===== src/design/spt_pkg.sv =====
// ----------------------------------------------------------------------------
// spt_pkg: shared types and constants of the semiprime test unit
// Widths of the datapath, controller states and the command and status
// bundles between the controller and the datapath.
// ----------------------------------------------------------------------------
package spt_pkg;

	// width of the tested number
	localparam int NUMBER_WIDTH = 16;
	// trial divisor: one past the square root of the largest number
	localparam int DIV_WIDTH    = (NUMBER_WIDTH + 1) / 2 + 1;
	// divisor squared
	localparam int SQ_WIDTH     = 2 * DIV_WIDTH;
	// divider partial remainder after the shift, before the subtract
	localparam int TRIAL_WIDTH  = DIV_WIDTH + 1;
	// quotient bit counter of the divider
	localparam int STEP_WIDTH   = $clog2(NUMBER_WIDTH);
	localparam logic [STEP_WIDTH-1:0] STEP_LAST = STEP_WIDTH'(NUMBER_WIDTH - 1);

	// factor count, saturating
	localparam int COUNT_WIDTH = 2;
	localparam logic [COUNT_WIDTH-1:0] COUNT_ZERO = 2'd0;
	localparam logic [COUNT_WIDTH-1:0] COUNT_TWO  = 2'd2;
	localparam logic [COUNT_WIDTH-1:0] COUNT_SAT  = 2'd3;

	// first trial divisor
	localparam logic [DIV_WIDTH-1:0] FIRST_DIVISOR = DIV_WIDTH'(2);

	typedef enum logic [2:0] {
		ST_IDLE,
		ST_CHECK,
		ST_START,
		ST_DIV,
		ST_UPDATE,
		ST_DONE
	} spt_state_t;

	// controller to datapath
	typedef struct packed {
		logic load;       // take a new number, first divisor, clear count
		logic div_start;  // load the divider with the remaining value
		logic div_step;   // one quotient bit
		logic take;       // divisor divides: keep quotient, count a factor
		logic next_div;   // move to the next trial divisor
		logic finish;     // result goes to the output register
	} spt_cmd_t;

	// datapath to controller
	typedef struct packed {
		logic loop_go;    // fewer than two factors and divisor squared fits
		logic rem_zero;   // last division left no remainder
	} spt_sts_t;

endpackage


===== src/design/spt_datapath.sv =====
// ----------------------------------------------------------------------------
// spt_datapath: trial division datapath
// Holds the remaining value, the trial divisor and the factor count, and a
// restoring divider that produces one quotient bit per cycle.
// ----------------------------------------------------------------------------
module spt_datapath (
	input  logic                                 clk,
	input  logic [spt_pkg::NUMBER_WIDTH-1:0]     number,
	input  spt_pkg::spt_cmd_t                    cmd,
	output spt_pkg::spt_sts_t                    sts,
	output logic                                 is_semiprime,
	output logic [spt_pkg::COUNT_WIDTH-1:0]      factor_count
);
	import spt_pkg::*;

	logic [NUMBER_WIDTH-1:0] rest_q;
	logic [DIV_WIDTH-1:0]    div_q;
	logic [COUNT_WIDTH-1:0]  count_q;
	logic [NUMBER_WIDTH-1:0] quo_q;
	logic [DIV_WIDTH-1:0]    rem_q;

	logic [SQ_WIDTH-1:0]     div_sq;
	logic [TRIAL_WIDTH-1:0]  trial;
	logic [TRIAL_WIDTH-1:0]  diff;
	logic                    fits;
	logic                    rest_above_one;

	// loop condition of the divisor search
	always_comb begin
		div_sq       = SQ_WIDTH'(div_q) * SQ_WIDTH'(div_q);
		sts.loop_go  = (count_q < COUNT_TWO) && (div_sq <= SQ_WIDTH'(rest_q));
		sts.rem_zero = (rem_q == '0);
	end

	// restoring divider step: shift in the next dividend bit, try to subtract
	always_comb begin
		trial = {rem_q, quo_q[NUMBER_WIDTH-1]};
		diff  = trial - {1'b0, div_q};
		fits  = (trial >= {1'b0, div_q});
	end

	// search state and divider registers
	always_ff @(posedge clk) begin
		if (cmd.load) begin
			rest_q  <= number;
			div_q   <= FIRST_DIVISOR;
			count_q <= COUNT_ZERO;
		end else if (cmd.take) begin
			rest_q  <= quo_q;
			count_q <= (count_q == COUNT_SAT) ? COUNT_SAT : count_q + 1'b1;
		end else if (cmd.next_div) begin
			div_q   <= div_q + 1'b1;
		end

		if (cmd.div_start) begin
			quo_q <= rest_q;
			rem_q <= '0;
		end else if (cmd.div_step) begin
			quo_q <= {quo_q[NUMBER_WIDTH-2:0], fits};
			rem_q <= fits ? diff[DIV_WIDTH-1:0] : trial[DIV_WIDTH-1:0];
		end
	end

	// a remainder above one is one more prime
	always_comb begin
		rest_above_one = (rest_q[NUMBER_WIDTH-1:1] != '0);
		if (rest_above_one && (count_q != COUNT_SAT)) begin
			factor_count = count_q + 1'b1;
		end else begin
			factor_count = count_q;
		end
		is_semiprime = (factor_count == COUNT_TWO);
	end

endmodule


===== src/design/spt_ctrl.sv =====
// ----------------------------------------------------------------------------
// spt_ctrl: semiprime test controller
// Sequences the divisor search: checks the loop condition, runs the divider
// for one quotient bit per cycle and strips factors until the search ends.
// ----------------------------------------------------------------------------
module spt_ctrl (
	input  logic              clk,
	input  logic              arst_n,
	input  logic              in_valid,
	output logic              in_ready,
	input  logic              out_free,
	input  spt_pkg::spt_sts_t sts,
	output spt_pkg::spt_cmd_t cmd
);
	import spt_pkg::*;

	spt_state_t             state_q;
	spt_state_t             state_next;
	logic [STEP_WIDTH-1:0]  step_q;

	// state register and quotient bit counter
	always_ff @(posedge clk or negedge arst_n) begin
		if (!arst_n) begin
			state_q <= ST_IDLE;
			step_q  <= '0;
		end else begin
			state_q <= state_next;
			if (state_q == ST_START) begin
				step_q <= '0;
			end else if (state_q == ST_DIV) begin
				step_q <= step_q + 1'b1;
			end
		end
	end

	// next state
	always_comb begin
		state_next = state_q;
		case (state_q)
			ST_IDLE: begin
				if (in_valid) state_next = ST_CHECK;
			end
			ST_CHECK: begin
				state_next = sts.loop_go ? ST_START : ST_DONE;
			end
			ST_START: begin
				state_next = ST_DIV;
			end
			ST_DIV: begin
				if (step_q == STEP_LAST) state_next = ST_UPDATE;
			end
			ST_UPDATE: begin
				// same divisor again after a hit, else the next one
				state_next = sts.rem_zero ? ST_START : ST_CHECK;
			end
			ST_DONE: begin
				if (out_free) state_next = ST_IDLE;
			end
			default: begin
				state_next = ST_IDLE;
			end
		endcase
	end

	// commands
	always_comb begin
		cmd      = '0;
		in_ready = 1'b0;
		case (state_q)
			ST_IDLE: begin
				in_ready = 1'b1;
				cmd.load = in_valid;
			end
			ST_CHECK: begin
			end
			ST_START: begin
				cmd.div_start = 1'b1;
			end
			ST_DIV: begin
				cmd.div_step = 1'b1;
			end
			ST_UPDATE: begin
				cmd.take     = sts.rem_zero;
				cmd.next_div = !sts.rem_zero;
			end
			ST_DONE: begin
				cmd.finish = out_free;
			end
			default: begin
			end
		endcase
	end

endmodule


===== src/design/semiprime_test_unit.sv =====
// ----------------------------------------------------------------------------
// semiprime_test_unit: semiprime test by trial division
// Reports whether a number is the product of exactly two primes, counted
// with multiplicity, together with the number of prime factors found.
// ----------------------------------------------------------------------------
// One number is tested at a time. Each trial divisor runs a loop check, a
// divider load, one quotient bit per cycle in the shared restoring divider
// and an update, and each further copy of a factor that is stripped runs
// the divider load, the quotient bits and the update again; the divisor
// search ends at the square root of the remaining value or after two
// factors. The result sits in an output register, so the next number is
// taken while it waits.
module semiprime_test_unit (
	input  logic                              clk,
	input  logic                              arst_n,
	input  logic                              in_valid,
	output logic                              in_ready,
	input  logic [spt_pkg::NUMBER_WIDTH-1:0]  number,
	output logic                              out_valid,
	input  logic                              out_ready,
	output logic                              is_semiprime,
	output logic [spt_pkg::COUNT_WIDTH-1:0]   factor_count
);
	import spt_pkg::*;

	spt_cmd_t               cmd;
	spt_sts_t               sts;
	logic                   out_free;
	logic                   res_semiprime;
	logic [COUNT_WIDTH-1:0] res_count;

	logic                   out_valid_q;
	logic                   is_semiprime_q;
	logic [COUNT_WIDTH-1:0] factor_count_q;

	spt_ctrl u_ctrl (
		.clk      (clk),
		.arst_n   (arst_n),
		.in_valid (in_valid),
		.in_ready (in_ready),
		.out_free (out_free),
		.sts      (sts),
		.cmd      (cmd)
	);

	spt_datapath u_datapath (
		.clk          (clk),
		.number       (number),
		.cmd          (cmd),
		.sts          (sts),
		.is_semiprime (res_semiprime),
		.factor_count (res_count)
	);

	// output beat register
	assign out_free = !out_valid_q || out_ready;

	always_ff @(posedge clk or negedge arst_n) begin
		if (!arst_n) begin
			out_valid_q <= 1'b0;
		end else if (cmd.finish) begin
			out_valid_q <= 1'b1;
		end else if (out_ready) begin
			out_valid_q <= 1'b0;
		end
	end

	always_ff @(posedge clk) begin
		if (cmd.finish) begin
			is_semiprime_q <= res_semiprime;
			factor_count_q <= res_count;
		end
	end

	assign out_valid    = out_valid_q;
	assign is_semiprime = is_semiprime_q;
	assign factor_count = factor_count_q;

`ifndef SYNTHESIS
	// a result never overwrites a beat that is still waiting
	a_finish_free: assert property (@(posedge clk) disable iff (!arst_n)
		cmd.finish |-> (!out_valid_q || out_ready))
		else $error("result loaded over a waiting beat");

	// the flag agrees with the count
	a_flag_count: assert property (@(posedge clk) disable iff (!arst_n)
		out_valid |-> (is_semiprime == (factor_count == COUNT_TWO)))
		else $error("semiprime flag disagrees with factor count");

	// an accepted number keeps the input closed on the next cycle
	a_busy_after_accept: assert property (@(posedge clk) disable iff (!arst_n)
		(in_valid && in_ready) |=> !in_ready)
		else $error("input open right after accepting a number");
`endif

endmodule


===== config.mk =====
export PLATFORM = sky130hd
export DESIGN_NAME = semiprime_test_unit
export DESIGN_NICKNAME = d
export VERILOG_FILES = /design/src/design/spt_pkg.sv /design/src/design/spt_datapath.sv /design/src/design/spt_ctrl.sv /design/src/design/semiprime_test_unit.sv
export SDC_FILE = /design/constraint.sdc
export NUM_CORES = 1
export LEC_CHECK = 0
export BUFFER_PORTS_ARGS = -buffer_cell sky130_fd_sc_hd__clkbuf_2
export CAP_MARGIN = 20
export CORE_MARGIN = 2
export CORE_UTILIZATION = 55
export DETAILED_ROUTE_END_ITERATION = 8
export PLACE_DENSITY = 0.69
export RECOVER_POWER = 25
export SETUP_SLACK_MARGIN = 0.05
export SYNTH_ARGS = -nofsm -noshare
export SYNTH_HDL_FRONTEND = slang
export SYNTH_SLANG_ARGS = --single-unit

===== constraint.sdc =====
create_clock -name clk -period 6.46 [get_ports clk]
set_input_delay 1.615 -clock clk [delete_from_list [all_inputs] [get_ports clk]]
set_output_delay 1.615 -clock clk [all_outputs]
set_load 0.01 [all_outputs]

==> results.md <==
- Outcome: complete, no violations
- Class of the tightest hold or removal check: reg2reg
- Headroom to the max-slew limit: 0.2579
- Yosys cell types: 71
- Power consumption: 2.032 mW
- Count of standard-cell rows: 38
- Top achievable clock speed: 0.1663 GHz
- Clk pwr share: 0.188
- Overall track demand over capacity in global routing: 0.2470
- Part of the Yosys area used for sequential elements: 0.2742
- Sequential power share: 0.378
- Crit path launch type: flop
- Unrepaired setup endpoints after global routing: false
- Most utilized layer in the global route result: met2
- Share of synthesized cell area in and, or, nand and nor gates: 0.1668
- Async S/R FF share, synth: 0.1270
- Wire length reported by the detailed router: 13.54 mm
- Level count of the clock H-tree: 3
- Detailed-route DRC error count: 0
- CTS sink cnt: 63
- Synth Net Count: 773
- Die X: 108.7 um
- Kind of end point of the critical path: flop
- Internal Pwr Total: 1.237 mW
- Number of nets with antenna violations after detailed routing: 0
- Largest net degree at the start of global routing: 30
- Iter 0 DRT Violations: 239
- Effective utilization at floorplan: 0.5605
- Non-filler cells in the finished layout: 825
- Cell count after synthesis: between 600 and 700
- Synthesized area: roughly 6000 um^2
- Clock transition time at the flip-flop clock pins of the worst setup and hold paths: 0.07 ns
- Top cell types by occurrence after synthesis: inv_1 (96), ha_1 (66), nor2_1 (59), nand2_1 (47)
- Met3 global-route usage: 0.04244
- Weighted congestion at the end of routability-driven global placement: 0.9209
- Share of cell area taken by muxes after synthesis: 0.05962
- Number of global-route vias before repair: 4,789
- Top post-synthesis cells by area: edfxtp_1 (17%), ha_1 (14%), fa_1 (12%), dfxtp_1 (6.6%), inv_1 (6.0%)
- Vertical die dimension: about 110 um
- Met1 demand-to-capacity share in global routing: 0.3396
- Area grow syn2layout: 8.621%
- Post-placement cell count: 806
- Routed wire length per instance: roughly 16 um
- Actual slew at the worst max-slew pin: 1.107 ns
- Required @ worst endpoint: 6.68 ns
- Biggest fanout along the worst timing path: 8
- Net Sw Power: 795.4 uW
- Met2 routing resource usage after global routing: 0.4049
- Number of diodes: 0
- Slew Limit Fails: 0
- Later-pin clock latency in the skew report: 0.35 ns
- Overflow after GRT: 0
- IR Drop Worst-Case VDD: 0.3795 mV
- Share of the cycle needed by the critical path after routing: 0.9310
- I/O pin total: 25
- Fin crit period: ~6 ns
- Fraction of layout instances using a drive strength above 1: 0.1547
- Drt pass-1 iters: 5
- # setup viols final: 0
- Clk buf depth: 2
- Synthesis-stage register bit count: 63
- Overall die area: 11,800 um^2
- Number of buffers inserted during clock tree synthesis: 9
- Max-Cap Viols: 0
- Post-DR vias/cell: 5.715
- First-pass GRT wire length: 22.56 mm
- Adder and majority cell fraction of the synthesized area: 0.2534
- Most frequently used cell type in the post-synthesis netlist: inv_1
- Total negative slack for setup checks: 0 ns
- Core region area: 10,750 um^2
- Post-synth EDFFs: 35
- Data arrival at the endpoint of the critical path: 6.24 ns
- Vias after detailed routing: 4,715
- Antenna violations before repair: 0
- Worst Path Class, Setup: reg2reg
- Combinational share of power: 0.434
- Hold Violations, Final: 0
- Synthesized-area fraction occupied by xor and xnor cells: 0.03926
- Net switching share of the total power: 0.3915
- Final worst clock skew: between 0.01 and 0.015 ns
- Proportion of netlist area held by the largest area contributor: 0.1745
- Power density over cell area: 310.6 nW/um^2
- TritonCTS clock tree: built
- Total of buffers placed on input and output ports: 24
- Main combinational cell family by area after synthesis: adder cells
- Complex-gate fraction of the synthesized area: 0.1278
- Synth Area per Inst: 9.238 um^2
- LEAKAGE: 3.027 nW
- Nets: 801
- HPWL after DPL: 10.77 mm
- Flip-flop cell with the highest count after synthesis: edfxtp_1
- Count of yosys warnings during synthesis: 0
- Library cell occupying the most area in the post-synthesis netlist: edfxtp_1
- Clock root buffer: clkbuf_8
[metrics by stage]
step	hold WS [ns]	instance area, um^2	worst slack, ns	utilization
2_1_floorplan	0.4656	6023	0.6648	-
5_1_grt	0.5435	6543	0.07375	0.6089
3_3_place_gp	0.4838	6291	0.4012	0.5855
4_1_cts	0.5228	6504	0.2435	0.6053
6_report	0.5190	6543	0.4456	0.6089
3_5_place_dp	0.5031	6291	0.2595	0.5855
[cell families (layout without fill, tap and decap cells)]
kind of cell	count (synthesis)	count (layout)
xor gates and xnor gates	27	27
buffers and inverters	120	153
adders and majority gates	101	101
AOI/OAI and AO/OA	109	109
and+or+nand+nor	200	200
muxes	32	32
DFF	63	63
[placed cells by master, fill, tap and decap left out, types with 23 or more instances in the layout]
master / n
edfxtp_1: 35
mux2_2: 31
ha_1: 66
clkbuf_2: 23
nand2_1: 47
inv_1: 96
a21oi_1: 29
fa_1: 35
o21ai_0: 23
nor2_1: 55
[state kept, by name (all words and copies together), names as in the netlist, 2 cells and up]
name                count
factor_count            2
u_datapath.rem_q        9
u_ctrl.state_q          3
u_ctrl.step_q           4
u_datapath.count_q      2
u_datapath.div_q        9
u_datapath.rest_q      16
u_datapath.quo_q       16
[final cells by class]
class,count,area (um^2)
clock buffer,11,131.4
multi-input combinational,469,3906
clock inverter,5,81.33
sequential,63,1655
tap,140,175.2
fill,971,4203
inverter,102,391.6
timing repair buffer,35,201.4
[power groups by stage]
stage,Combinational (mW),Clock (mW),Sequential (mW)
4_1_cts,0.887,0.391,0.762
6_report,0.881,0.382,0.769
5_1_grt,0.984,0.404,0.790
2_1_floorplan,0.716,0,0.710
3_3_place_gp,0.858,0,0.763
3_5_place_dp,0.879,0,0.768
[final timing paths]
check | cells past startpoint | from | to | slack, ns
max | 24 | u_datapath.div_q[1]$_SDFFE_PP1P_ | u_ctrl.state_q[2]$_DFFE_PN0P_ | 0.45
max in group asynchronous | 1 | arst_n | u_ctrl.state_q[1]$_DFFE_PN0P_ | 4.96
min | 2 | u_ctrl.step_q[1]$_DFFE_PN0P_ | u_ctrl.step_q[1]$_DFFE_PN0P_ | 0.52
min reg2reg | 2 | u_ctrl.step_q[1]$_DFFE_PN0P_ | u_ctrl.step_q[1]$_DFFE_PN0P_ | 0.52
min in group asynchronous | 1 | arst_n | u_ctrl.step_q[0]$_DFFE_PN0P_ | 1.19
max reg2reg | 24 | u_datapath.div_q[1]$_SDFFE_PP1P_ | u_ctrl.state_q[2]$_DFFE_PN0P_ | 0.45
[per-layer routing]
layer  share of wire  wire length [um]
met4           0.015               208
met2            0.47              6402
met5               0                 0
met1            0.46              6277
met3           0.048               651
[timing repair]
action / CTS / global route
setup endpoints to repair: 0 / 3
buffers inserted: 0 / 3
hold buffers: 0 / 0
gates resized for setup: 0 / 9
[critical path: stages, from the launching register on]
cell and delay (ns):
dfxtp_2 0.41, clkinvlp_4 0.21, nor2_1 0.22, ha_1 0.30
xor2_1 0.19, fa_1 0.54, inv_1 0.06, fa_1 0.53
inv_1 0.06, fa_1 0.53, inv_1 0.04, ha_1 0.35
nand4_1 0.09, or3_1 0.31, and3_1 0.19, a31oi_1 0.22
nor2_1 0.08, xnor2_1 0.13, ha_1 0.31, and4_1 0.22
and3_1 0.22, a31o_2 0.17, a21oi_2 0.04, nor4b_4 0.35
a21oi_1 0.11
(Power assumes the default switching activity.)
